--- src/rtl/lrq_pkg.sv ---
// ----------------------------------------------------------------------------
// lrq_pkg
// Shared types and constants of the LRU/LFU replacement queue.
// ----------------------------------------------------------------------------
package lrq_pkg;

    localparam int DEPTH_DEF      = 16;
    localparam int KEY_BITS_DEF   = 32;
    localparam int COUNT_BITS_DEF = 16;

    // payload port widths
    localparam int KIND_W   = 2;
    localparam int KEY_W    = 32;
    localparam int COUNT_W  = 16;
    localparam int STATUS_W = 2;

    // register file
    localparam int             CFG_ADDR_W      = 3;
    localparam int             CFG_DATA_W      = 32;
    localparam logic           CFG_IDX_POLICY  = 1'b0;

    typedef enum logic [1:0] {
        KIND_TOUCH  = 2'd0,
        KIND_EVICT  = 2'd1,
        KIND_REMOVE = 2'd2,
        KIND_NOP    = 2'd3
    } kind_t;

    typedef enum logic [1:0] {
        STAT_OK    = 2'd0,
        STAT_EMPTY = 2'd1,
        STAT_FULL  = 2'd2,
        STAT_MISS  = 2'd3
    } status_t;

    typedef enum logic [1:0] {
        LOP_HOLD,
        LOP_ROT,
        LOP_DROP,
        LOP_INS
    } list_op_t;

    typedef enum logic [1:0] {
        SEQ_IDLE,
        SEQ_FIND,
        SEQ_PLACE,
        SEQ_FINISH
    } seq_state_t;

endpackage

--- src/rtl/lrq_list.sv ---
// ----------------------------------------------------------------------------
// lrq_list
// Ordered entry store: a recirculating shift line whose head is the victim.
// ----------------------------------------------------------------------------
module lrq_list #(
    parameter int DEPTH      = lrq_pkg::DEPTH_DEF,
    parameter int KEY_BITS   = lrq_pkg::KEY_BITS_DEF,
    parameter int COUNT_BITS = lrq_pkg::COUNT_BITS_DEF,
    localparam int OCC_W     = $clog2(DEPTH + 1)
) (
    input  logic                  aclk,
    input  logic                  aresetn,
    input  lrq_pkg::list_op_t     op,
    input  logic [KEY_BITS-1:0]   ins_key,
    input  logic [COUNT_BITS-1:0] ins_count,
    output logic [KEY_BITS-1:0]   head_key,
    output logic [COUNT_BITS-1:0] head_count,
    output logic [OCC_W-1:0]      len
);

    localparam int IDX_W = $clog2(DEPTH);

    logic [KEY_BITS-1:0]   key_reg   [DEPTH];
    logic [COUNT_BITS-1:0] count_reg [DEPTH];
    logic [KEY_BITS-1:0]   up_key    [DEPTH];
    logic [COUNT_BITS-1:0] up_count  [DEPTH];
    logic [OCC_W-1:0]      len_reg, len_next;
    logic [IDX_W-1:0]      tail_idx, ins_idx;

    // each slot takes from its upper neighbour when the line moves
    for (genvar g = 0; g < DEPTH; g++) begin : g_up
        if (g < DEPTH - 1) begin : g_mid
            assign up_key[g]   = key_reg[g+1];
            assign up_count[g] = count_reg[g+1];
        end else begin : g_top
            assign up_key[g]   = key_reg[g];
            assign up_count[g] = count_reg[g];
        end
    end

    assign tail_idx = IDX_W'(len_reg - OCC_W'(1));
    assign ins_idx  = IDX_W'(len_reg);

    always_ff @(posedge aclk) begin
        for (int i = 0; i < DEPTH; i++) begin
            case (op)
                lrq_pkg::LOP_ROT: begin
                    if (IDX_W'(i) == tail_idx) begin
                        key_reg[i]   <= key_reg[0];
                        count_reg[i] <= count_reg[0];
                    end else begin
                        key_reg[i]   <= up_key[i];
                        count_reg[i] <= up_count[i];
                    end
                end
                lrq_pkg::LOP_DROP: begin
                    key_reg[i]   <= up_key[i];
                    count_reg[i] <= up_count[i];
                end
                lrq_pkg::LOP_INS: begin
                    if (IDX_W'(i) == ins_idx) begin
                        key_reg[i]   <= ins_key;
                        count_reg[i] <= ins_count;
                    end
                end
                default: begin
                end
            endcase
        end
    end

    always_comb begin
        case (op)
            lrq_pkg::LOP_DROP: len_next = len_reg - OCC_W'(1);
            lrq_pkg::LOP_INS:  len_next = len_reg + OCC_W'(1);
            default:           len_next = len_reg;
        endcase
    end

    always_ff @(posedge aclk) begin
        if (!aresetn) begin
            len_reg <= '0;
        end else begin
            len_reg <= len_next;
        end
    end

    assign head_key   = key_reg[0];
    assign head_count = count_reg[0];
    assign len        = len_reg;

endmodule

--- src/rtl/lru_lfu_replacement_queue.sv ---
// ----------------------------------------------------------------------------
// lru_lfu_replacement_queue
// Replacement list with LRU or LFU ordering, evict head and remove by key.
// ----------------------------------------------------------------------------
// The list lives in a recirculating shift line; one key compare and one count
// compare at its head do all the searching, one entry per cycle. An evict or
// unused kind goes from acceptance straight to its result; a remove or an LRU
// touch makes a find pass over the n valid entries, and an LFU touch makes
// a find pass over n entries, then a placement pass over what is left. The
// input is taken only while no item is in progress; a finished result waits
// in the output register while the next item is accepted. The list is empty
// after reset and needs no clearing pass.
module lru_lfu_replacement_queue #(
    parameter int DEPTH      = lrq_pkg::DEPTH_DEF,
    parameter int KEY_BITS   = lrq_pkg::KEY_BITS_DEF,
    parameter int COUNT_BITS = lrq_pkg::COUNT_BITS_DEF,
    localparam int OCC_W     = $clog2(DEPTH + 1)
) (
    input  logic                              aclk,
    input  logic                              aresetn,
    // input items
    input  logic                              s_valid,
    output logic                              s_ready,
    input  logic [lrq_pkg::KIND_W-1:0]        s_kind,
    input  logic [lrq_pkg::KEY_W-1:0]         s_key,
    input  logic [lrq_pkg::COUNT_W-1:0]       s_initial_count,
    // result items
    output logic                              m_valid,
    input  logic                              m_ready,
    output logic [lrq_pkg::STATUS_W-1:0]      m_status,
    output logic                              m_hit,
    output logic [lrq_pkg::KEY_W-1:0]         m_victim_key,
    output logic [lrq_pkg::COUNT_W-1:0]       m_entry_count,
    output logic [OCC_W-1:0]                  m_occupancy,
    // configuration
    input  logic                              psel,
    input  logic                              penable,
    input  logic                              pwrite,
    input  logic [lrq_pkg::CFG_ADDR_W-1:0]    paddr,
    input  logic [lrq_pkg::CFG_DATA_W-1:0]    pwdata,
    output logic [lrq_pkg::CFG_DATA_W-1:0]    prdata,
    output logic                              pready
);

    localparam logic [31:0] CMAX = 32'((64'd1 << COUNT_BITS) - 64'd1);

    lrq_pkg::seq_state_t state_reg, state_next;
    lrq_pkg::list_op_t   list_op;

    lrq_pkg::kind_t        kind_reg, kind_next;
    lrq_pkg::status_t      status_reg, status_next;
    logic [KEY_BITS-1:0]   key_reg, key_next;
    logic [COUNT_BITS-1:0] count_reg, count_next;
    logic [KEY_BITS-1:0]   victim_reg, victim_next;
    logic [OCC_W-1:0]      steps_reg, steps_next;
    logic                  found_reg, found_next;
    logic                  inserted_reg, inserted_next;
    logic                  hit_reg, hit_next;
    logic                  policy_mode_reg;

    logic                  m_valid_reg, m_valid_next;
    logic [1:0]            m_status_reg;
    logic                  m_hit_reg;
    logic [KEY_BITS-1:0]   m_victim_reg;
    logic [COUNT_BITS-1:0] m_count_reg;
    logic [OCC_W-1:0]      m_occ_reg;

    logic [KEY_BITS-1:0]   head_key;
    logic [COUNT_BITS-1:0] head_count;
    logic [OCC_W-1:0]      len;
    logic [KEY_BITS-1:0]   key_in;
    logic [31:0]           init_ext;
    logic [COUNT_BITS-1:0] init_sat;
    logic [COUNT_BITS-1:0] head_inc;
    logic                  head_match;
    logic                  count_less;
    logic                  scan_done;
    logic                  full;
    logic                  accept;
    logic                  load_out;
    logic                  cfg_write;

    lrq_list #(
        .DEPTH      (DEPTH),
        .KEY_BITS   (KEY_BITS),
        .COUNT_BITS (COUNT_BITS)
    ) u_list (
        .aclk       (aclk),
        .aresetn    (aresetn),
        .op         (list_op),
        .ins_key    (key_reg),
        .ins_count  (count_reg),
        .head_key   (head_key),
        .head_count (head_count),
        .len        (len)
    );

    // ------------------------------------------------------------------
    // configuration
    // ------------------------------------------------------------------
    assign pready    = 1'b1;
    assign cfg_write = psel && penable && pwrite
                    && (paddr[lrq_pkg::CFG_ADDR_W-1:2] == lrq_pkg::CFG_IDX_POLICY);
    assign prdata    = (paddr[lrq_pkg::CFG_ADDR_W-1:2] == lrq_pkg::CFG_IDX_POLICY)
                     ? lrq_pkg::CFG_DATA_W'(policy_mode_reg) : '0;

    always_ff @(posedge aclk) begin
        if (!aresetn) begin
            policy_mode_reg <= 1'b0;
        end else if (cfg_write) begin
            policy_mode_reg <= pwdata[0];
        end
    end

    // ------------------------------------------------------------------
    // shared compare unit at the list head
    // ------------------------------------------------------------------
    assign key_in     = KEY_BITS'(s_key);
    assign init_ext   = 32'(s_initial_count);
    assign init_sat   = COUNT_BITS'((init_ext > CMAX) ? CMAX : init_ext);
    assign head_inc   = (head_count == {COUNT_BITS{1'b1}})
                      ? head_count : head_count + COUNT_BITS'(1);
    assign head_match = (head_key == key_reg);
    assign count_less = (count_reg < head_count);
    assign scan_done  = (steps_reg == '0);
    assign full       = (len == OCC_W'(DEPTH));
    assign accept     = s_valid && s_ready;
    assign load_out   = (state_reg == lrq_pkg::SEQ_FINISH) && (!m_valid_reg || m_ready);

    // ------------------------------------------------------------------
    // sequencer: next state
    // ------------------------------------------------------------------
    always_comb begin
        state_next = state_reg;
        case (state_reg)
            lrq_pkg::SEQ_IDLE: begin
                if (accept) begin
                    if (lrq_pkg::kind_t'(s_kind) == lrq_pkg::KIND_TOUCH
                        || lrq_pkg::kind_t'(s_kind) == lrq_pkg::KIND_REMOVE) begin
                        state_next = lrq_pkg::SEQ_FIND;
                    end else begin
                        state_next = lrq_pkg::SEQ_FINISH;
                    end
                end
            end
            lrq_pkg::SEQ_FIND: begin
                if (scan_done) begin
                    if (kind_reg == lrq_pkg::KIND_TOUCH && (found_reg || !full)
                        && policy_mode_reg) begin
                        state_next = lrq_pkg::SEQ_PLACE;
                    end else begin
                        state_next = lrq_pkg::SEQ_FINISH;
                    end
                end
            end
            lrq_pkg::SEQ_PLACE: begin
                if (scan_done) begin
                    state_next = lrq_pkg::SEQ_FINISH;
                end
            end
            lrq_pkg::SEQ_FINISH: begin
                if (!m_valid_reg || m_ready) begin
                    state_next = lrq_pkg::SEQ_IDLE;
                end
            end
            default: state_next = lrq_pkg::SEQ_IDLE;
        endcase
    end

    // ------------------------------------------------------------------
    // sequencer: list commands and working registers
    // ------------------------------------------------------------------
    always_comb begin
        list_op       = lrq_pkg::LOP_HOLD;
        kind_next     = kind_reg;
        status_next   = status_reg;
        key_next      = key_reg;
        count_next    = count_reg;
        victim_next   = victim_reg;
        steps_next    = steps_reg;
        found_next    = found_reg;
        inserted_next = inserted_reg;
        hit_next      = hit_reg;
        case (state_reg)
            lrq_pkg::SEQ_IDLE: begin
                if (accept) begin
                    kind_next     = lrq_pkg::kind_t'(s_kind);
                    key_next      = key_in;
                    count_next    = (lrq_pkg::kind_t'(s_kind) == lrq_pkg::KIND_TOUCH)
                                  ? init_sat : '0;
                    steps_next    = len;
                    found_next    = 1'b0;
                    inserted_next = 1'b0;
                    status_next   = lrq_pkg::STAT_OK;
                    hit_next      = 1'b0;
                    victim_next   = '0;
                    if (lrq_pkg::kind_t'(s_kind) == lrq_pkg::KIND_EVICT) begin
                        if (len == '0) begin
                            status_next = lrq_pkg::STAT_EMPTY;
                        end else begin
                            hit_next    = 1'b1;
                            victim_next = head_key;
                            count_next  = head_count;
                            list_op     = lrq_pkg::LOP_DROP;
                        end
                    end
                end
            end
            lrq_pkg::SEQ_FIND: begin
                if (!scan_done) begin
                    steps_next = steps_reg - OCC_W'(1);
                    if (head_match && !found_reg) begin
                        // take the entry out; the rest of the line closes up
                        list_op    = lrq_pkg::LOP_DROP;
                        found_next = 1'b1;
                        hit_next   = 1'b1;
                        count_next = (policy_mode_reg && kind_reg == lrq_pkg::KIND_TOUCH)
                                   ? head_inc : head_count;
                    end else begin
                        list_op = lrq_pkg::LOP_ROT;
                    end
                end else if (kind_reg == lrq_pkg::KIND_REMOVE) begin
                    if (!found_reg) begin
                        status_next = lrq_pkg::STAT_MISS;
                    end
                end else if (kind_reg == lrq_pkg::KIND_TOUCH) begin
                    if (!found_reg && full) begin
                        status_next = lrq_pkg::STAT_FULL;
                    end else if (!policy_mode_reg) begin
                        list_op = lrq_pkg::LOP_INS;
                    end else begin
                        steps_next = len;
                    end
                end
            end
            lrq_pkg::SEQ_PLACE: begin
                if (scan_done) begin
                    if (!inserted_reg) begin
                        list_op = lrq_pkg::LOP_INS;
                    end
                end else if (!inserted_reg && count_less) begin
                    // new entry goes in ahead of the first larger count
                    list_op       = lrq_pkg::LOP_INS;
                    inserted_next = 1'b1;
                end else begin
                    list_op    = lrq_pkg::LOP_ROT;
                    steps_next = steps_reg - OCC_W'(1);
                end
            end
            default: begin
            end
        endcase
    end

    always_ff @(posedge aclk) begin
        if (!aresetn) begin
            state_reg <= lrq_pkg::SEQ_IDLE;
        end else begin
            state_reg <= state_next;
        end
    end

    always_ff @(posedge aclk) begin
        kind_reg     <= kind_next;
        status_reg   <= status_next;
        key_reg      <= key_next;
        count_reg    <= count_next;
        victim_reg   <= victim_next;
        steps_reg    <= steps_next;
        found_reg    <= found_next;
        inserted_reg <= inserted_next;
        hit_reg      <= hit_next;
    end

    // ------------------------------------------------------------------
    // output register
    // ------------------------------------------------------------------
    assign m_valid_next = load_out ? 1'b1 : (m_ready ? 1'b0 : m_valid_reg);

    always_ff @(posedge aclk) begin
        if (!aresetn) begin
            m_valid_reg <= 1'b0;
        end else begin
            m_valid_reg <= m_valid_next;
        end
    end

    always_ff @(posedge aclk) begin
        if (load_out) begin
            m_status_reg <= status_reg;
            m_hit_reg    <= hit_reg;
            m_victim_reg <= victim_reg;
            m_count_reg  <= (status_reg == lrq_pkg::STAT_OK) ? count_reg : '0;
            m_occ_reg    <= len;
        end
    end

    assign s_ready       = (state_reg == lrq_pkg::SEQ_IDLE);
    assign m_valid       = m_valid_reg;
    assign m_status      = m_status_reg;
    assign m_hit         = m_hit_reg;
    assign m_victim_key  = lrq_pkg::KEY_W'(m_victim_reg);
    assign m_entry_count = lrq_pkg::COUNT_W'(m_count_reg);
    assign m_occupancy   = m_occ_reg;

endmodule

--- config.mk ---
export PLATFORM = sky130hd
export DESIGN_NAME = lru_lfu_replacement_queue
export DESIGN_NICKNAME = d
export VERILOG_FILES = /design/src/rtl/lrq_pkg.sv /design/src/rtl/lrq_list.sv /design/src/rtl/lru_lfu_replacement_queue.sv
export SDC_FILE = /design/constraint.sdc
export NUM_CORES = 2
export LEC_CHECK = 0
export BUFFER_PORTS_ARGS = -buffer_cell sky130_fd_sc_hd__buf_2
export CORE_ASPECT_RATIO = 1.1
export CORE_MARGIN = 8
export CORE_UTILIZATION = 50
export DETAILED_ROUTE_END_ITERATION = 16
export HOLD_SLACK_MARGIN = 0.03
export PLACE_DENSITY = 0.77
export SYNTH_ARGS = -nofsm -noshare
export SYNTH_HDL_FRONTEND = slang
export SYNTH_SLANG_ARGS = --single-unit
--- constraint.sdc ---
create_clock -name aclk -period 8.12 [get_ports aclk]
set_clock_uncertainty 0.05 [all_clocks]
set_input_delay 0.406 -clock aclk [delete_from_list [all_inputs] [get_ports aclk]]
set_output_delay 0.406 -clock aclk [all_outputs]
set_load 0.1 [all_outputs]
# [After elaboration in Yosys (flattened, before gate mapping)]
# Memories as Yosys holds them, arrays and structs flattened.
# Index checks and enable logic that the tools add are counted.
[word_totals] register_bits=157 mem_bits_rw=768 input_bits=92 output_inout_bits=91 elab_cells=525 n_memories=2
[classes] addsub=4 order_cmp=2 n_eq_ne=58 n_mux=305 bitwise_logic=98 reduce_logical=38
[mem_list] name="u_list.key_reg" words=16 word_bits=32 read_ports=16 rd_clocked_by_memory_dff=0 wr=16 line_no="lrq_list.sv:23" rtl="logic [KEY_BITS-1:0] key_reg [DEPTH];"
[mem_list] name="u_list.count_reg" words=16 word_bits=16 read_ports=16 rd_clocked_by_memory_dff=0 wr=16 line_no="lrq_list.sv:24" rtl="logic [COUNT_BITS-1:0] count_reg [DEPTH];"
[op_table] cell="two-way mux 32 bit" count=48
[op_table] cell="two-way mux 16 bit" count=57
[op_table] cell="two-way mux 1 bit" count=160
[op_table] cell="bitwise OR 1 bit" count=96
[op_table] cell="equality test 4 bit, first input constant" count=16
[op_table] cell="two-way mux 2 bit" count=23
[op_table] cell="two-way mux 5 bit" count=8
[op_table] cell="equality test 3 x 4 -> 1 bit, first input constant" count=8
[op_table] cell="equality test 32 bit" count=1
[op_table] cell="one-hot mux 16 bit (2 select lines)" count=1
[op_table] cell="!= test 3 bit, second input constant" count=7
[op_table] cell="adder 16 x 1 -> 16 bit, second input constant" count=1
[op_table] cell="equality test 16 bit, second input constant" count=1
[op_table] cell="equality test 2 x 4 -> 1 bit, first input constant" count=4
[op_table] cell="greater-than comparator 16 bit, second input constant" count=1
[op_table] cell="less-than comparator 16 bit" count=1
[op_table] cell="one-hot mux 5 bit (3 select lines)" count=1
[op_table] cell="!= test 2 bit, second input constant" count=7
[op_table] cell="equality test 2 bit, second input constant" count=6
[op_table] cell="AND reduction 4 bit" count=3
[op_table] cell="logical AND 1 bit" count=11
[op_table] cell="zero test 5 bit" count=2
[op_table] cell="one-hot mux 5 bit (2 select lines)" count=1
[op_table] cell="subtractor 5 x 1 -> 5 bit, second input constant" count=2
[op_table] cell="other kinds (20)" count=39

# [Depth between registers and ports, before layout]
[logic_depth] ltp_word=13 ltp_mapped=18 mapped_depth_nobuf=13

# [By module]
# Synthesis repeated with hierarchy kept, for this count alone.
[unflattened] cells_unflattened=3886 area_unflattened_um2=46179.3
[by_module_without_submodules] mod="lrq_list" n_inst=1 cells_each=3363 area_each_um2=39176.3 seq_area_each_um2=23162.2
[by_module_without_submodules] mod="lru_lfu_replacement_queue" n_inst=1 cells_each=523 area_each_um2=7003.0 seq_area_each_um2=4524.3

# [Worst setup path after synthesis]
# OpenSTA, ideal clock, no wires.
[synth_timing] path_kind="register to register" from="register state_reg[0]" to="memory u_list.count_reg[3][0] (netlist bit), enable pin" setup_time_ns=0.520 arrival_ns=7.604 t_required_ns=7.550 path_slack_ns=-0.054 stages_incl_launch_ff=10 n_path_buf=1 period_less_slack_ns=8.174 path_cell_list="dfxtp_1 > inv_1 > ha_1 > and2_1 > a21oi_1 > a31oi_1 > ha_1 > clkbuf_1 > nand2_1 > o21ai_0"
[synth_rtl] element="start: declaration" line_no="lru_lfu_replacement_queue.sv:47" rtl="lrq_pkg::seq_state_t state_reg, state_next;"
[synth_rtl] element="start signal: assignment" line_no="lru_lfu_replacement_queue.sv:257" rtl="state_reg <= lrq_pkg::SEQ_IDLE;"
[synth_rtl] element="start signal: assignment" line_no="lru_lfu_replacement_queue.sv:259" rtl="state_reg <= state_next;"
[synth_rtl] element="end: declaration" line_no="lrq_list.sv:24"

==> results.md <==
* Result of the run: finished clean
* Post-synthesis register bit count at 925
* Sequential cell area fraction in the yosys report at 59.48%
* Fin worst setup slack at 1.960 ns
* Total negative slack at 0 ns
* Largest family of logic cells by synthesized area: multiplexers
* Max reg flops at 512
* Maximum clock path buffer count at 3
* Relative area change from synthesis to final layout at 9.105%
* Total I/O pin count at 183
* Final period util at 75.86%
* CTS buffer count at 95
* Fin area at 0.05078 mm2
* Hold Crit Class: in2reg
* Root buf cell: sky130_fd_sc_hd__clkbuf_16
* Crit-path leading delay family: simple AND/OR/NAND/NOR gates
* Fraction of synthesis flops using an asynchronous set or reset pin at 0%
* Post-synth top flop: sky130_fd_sc_hd__edfxtp_1
* Critical Path Max Stage Delay at 0.93 ns
* Final Critical Period at 6.160 ns
* Vertical die dimension at 336 um
* Count of yosys warnings during synthesis at 0
* Worst setup timing slack at the placement stage at 2.018 ns
* Clock-pin slew on the worst setup and hold paths at 0.06 ns
* Number of design rule violations left after detail routing at 0
* Floorplan Core Area at 0.09237 mm2
* HPWL after DPL at 62,970 um
* Max transition margin at 9.012%
* Crit path top cell by count: sky130_fd_sc_hd__buf_4
* Final weighted congestion of routability-driven global placement at 0.8368
* Placed inst area at 0.04735 mm2
* Number of maximum-capacitance violations at 0
* Cell type contributing the most total cell area after synthesis: sky130_fd_sc_hd__edfxtp_1
* Area fraction in compound gates after synthesis at 8.924%
* Routed via count divided by cell count at 5.896
* Top fanout value on the critical path at 49
* Number of setup violations in the final report at 0
* Overall Global Routing Usage at 22.14%
* Endpoint arrival time on the critical path at 6.41 ns
* Cells traversed along the worst timing path: xor2_1 > a2111o_1 > or4_1 > nor3_2 > o21bai_1 > a31oi_1 > ha_1 > buf_4 > and3_4 > o21bai_4 > buf_4
* Area of the multi-input gates at 0.01704 mm2
* Htree depth at 3
* Pin count of the biggest net entering global routing at 98
* Die Footprint at 0.1031 mm2
* Number of flops mapped to enable cells by yosys at 916
* Layout filler cell count at 7,536
* Storage cell area at 0.02769 mm2
* Global-route wire length before repair at 178,000 um
* Achievable Freq at 162.3 MHz
* Post-route antenna net violation count at 0
* Actual slew at the worst max-slew pin at 1.362 ns
* Routed Wire Length at 117,100 um
* Area fraction of the dominant cell type after synthesis at 59.10%
* Cell at the slowest stage of the critical path: sky130_fd_sc_hd__and3_4
* Initial antenna violation count at 1
* Buffer and inverter count on the worst path at 2
* Antenna Cells at 0
* Die span in x at 306.9 um
* Count of different cell masters after synthesis at 67
* Post-synth design cell area at 0.04655 mm2
* Starting density of the core at 50.39%
* Synth Area in XOR/XNOR at 0.7903%
* Initial DRC Count at 3,222
* Hold Vio Cnt, Final at 0
* Total overflow reported by the global router at 0
* Number of nets at the end of the flow at 3,943
* Clock tree from TritonCTS: yes
* Mean cell area of the mapped netlist at 11.75 um2
* Number of port buffers at 117
* Count of pins over their slew limit at 0
* Post-synthesis simple-gate area fraction at 8.059%
* Multiplexer share of the synthesized area at 16.79%
* Routed len/inst at 22.77 um
* Type of element launching the critical path: flop
* Fraction of final layout cells sized beyond drive strength 1 at 11.56%
* Commonest non-fill, non-tap cells in the layout: 916 x sky130_fd_sc_hd__edfxtp_1, 675 x sky130_fd_sc_hd__mux2i_1, 506 x sky130_fd_sc_hd__a21oi_1
* Kind of end point of the critical path: flop
* Adder and majority cell fraction of the synthesized area at 0.8602%
* Number of cell rows at 117
* Data required, critical path at 8.37 ns
* Total vias in the final route at 30,320
* Most common library cell in the layout ignoring fill and taps: sky130_fd_sc_hd__edfxtp_1
* Clock network latency to the later pin of the worst-skew pair at 0.69 ns
* Number of global-route vias before repair at 29,600
* Top cells by area in the synthesized netlist: sky130_fd_sc_hd__edfxtp_1 59%, sky130_fd_sc_hd__mux2i_1 15%, sky130_fd_sc_hd__a21oi_1 5.5%
* Clock Sink Count at 925
* Final Core Density at 54.98%
* Number of detailed-route iterations in the first pass at 5
* Setup repair after global routing missed its margin: false
* Synthesized netlist cell count at 3,960
* Worst setup path category: reg2reg
-- final cells by class --
type / instances / share of cell area [%]
multi-input cells: 2561 / 33.56
flip-flops and latches: 925 / 54.52
clock inverters: 57 / 1.143
repair buffers: 205 / 2.651
clock buffers: 114 / 4.822
inverters: 31 / 0.2291
well taps: 1249 / 3.077
-- cell families (layout without fill, tap and decap cells) --
logic type      Yosys count  in the layout
compound gates          788            788
xor+xnor                 42             42
fa+ha+maj                32             32
buf+inv                 504            407
flops                   925            925
mux                     769            769
other cells               2             32
simple gates            898            898
-- synth_stat cells, drive strengths merged (3+ instances only) --
| library cell | instances |
|---|---|
| dfxtp | 9 |
| nor2 | 505 |
| buf | 176 |
| o21a | 9 |
| edfxtp | 916 |
| ha | 32 |
| a211oi | 5 |
| and2 | 54 |
| nand3b | 4 |
| and4 | 3 |
| mux2 | 94 |
| o21ai | 221 |
| and3 | 7 |
| nor4 | 10 |
| nor3 | 10 |
| nor2b | 14 |
| nand2b | 10 |
| xnor2 | 10 |
| nand2 | 246 |
| o21bai | 4 |
| a221oi | 11 |
| clkbuf | 297 |
| inv | 31 |
| a21oi | 510 |
| o41ai | 3 |
| mux2i | 675 |
| nor3b | 3 |
| or3 | 3 |
| xor2 | 32 |
| a31oi | 4 |
| nand3 | 18 |
| nand4 | 5 |
-- through the flow --
stage                     hold slack, ns  instances
after global placement            0.3524       4931
after global routing             0.06163       5142
after detailed placement          0.3545       4931
after floorplan                   0.3503       3990
final                            0.05242       5142
after CTS                        0.03119       5142
-- routing by layer --
metal / track usage, % / part of all wire, % / vias up
met4: 8.070 / 3.5 / 0
met1: 29.17 / 40 / 14800
met5: 0 / 0 / -
met2: 36.65 / 48 / 1359
met3: 4.032 / 8.8 / 239
li1: - / - / 13920
-- path summary, 6_finish.rpt --
kind / from / to / slack (ns) / cells after the start
worst max-delay path: key_reg[5]$_DFFE_PP_ / u_list.key_reg[0][7]$_DFFE_PP_ / 1.96 / 11
worst max register to register: key_reg[5]$_DFFE_PP_ / u_list.key_reg[0][7]$_DFFE_PP_ / 1.96 / 11
worst min register to register: victim_reg[14]$_SDFFCE_PN0P_ / m_victim_key[14]$_DFFE_PP_ / 0.37 / 0
worst min-delay path: s_initial_count[10] / count_reg[10]$_DFFE_PP_ / 0.05 / 3
-- worst register-to-register path: cells and delay by family, from the launching register on --
kind | cells | cell delay [ns]
compound gates | 4 | 1.38
xor+xnor | 1 | 0.27
fa+ha+maj | 1 | 0.21
buf+inv | 2 | 1.08
flops | 1 | 0.74
simple gates | 3 | 2.04
-- repair_timing --
item	in CTS	in global routing
endpoints found under the hold margin	46	0
resized for setup	0	0
setup buffers	0	0
hold buffers	40	0
Power is not shown: default switching activity piles up to over one toggle a cycle in this logic, so the estimate is an artifact.
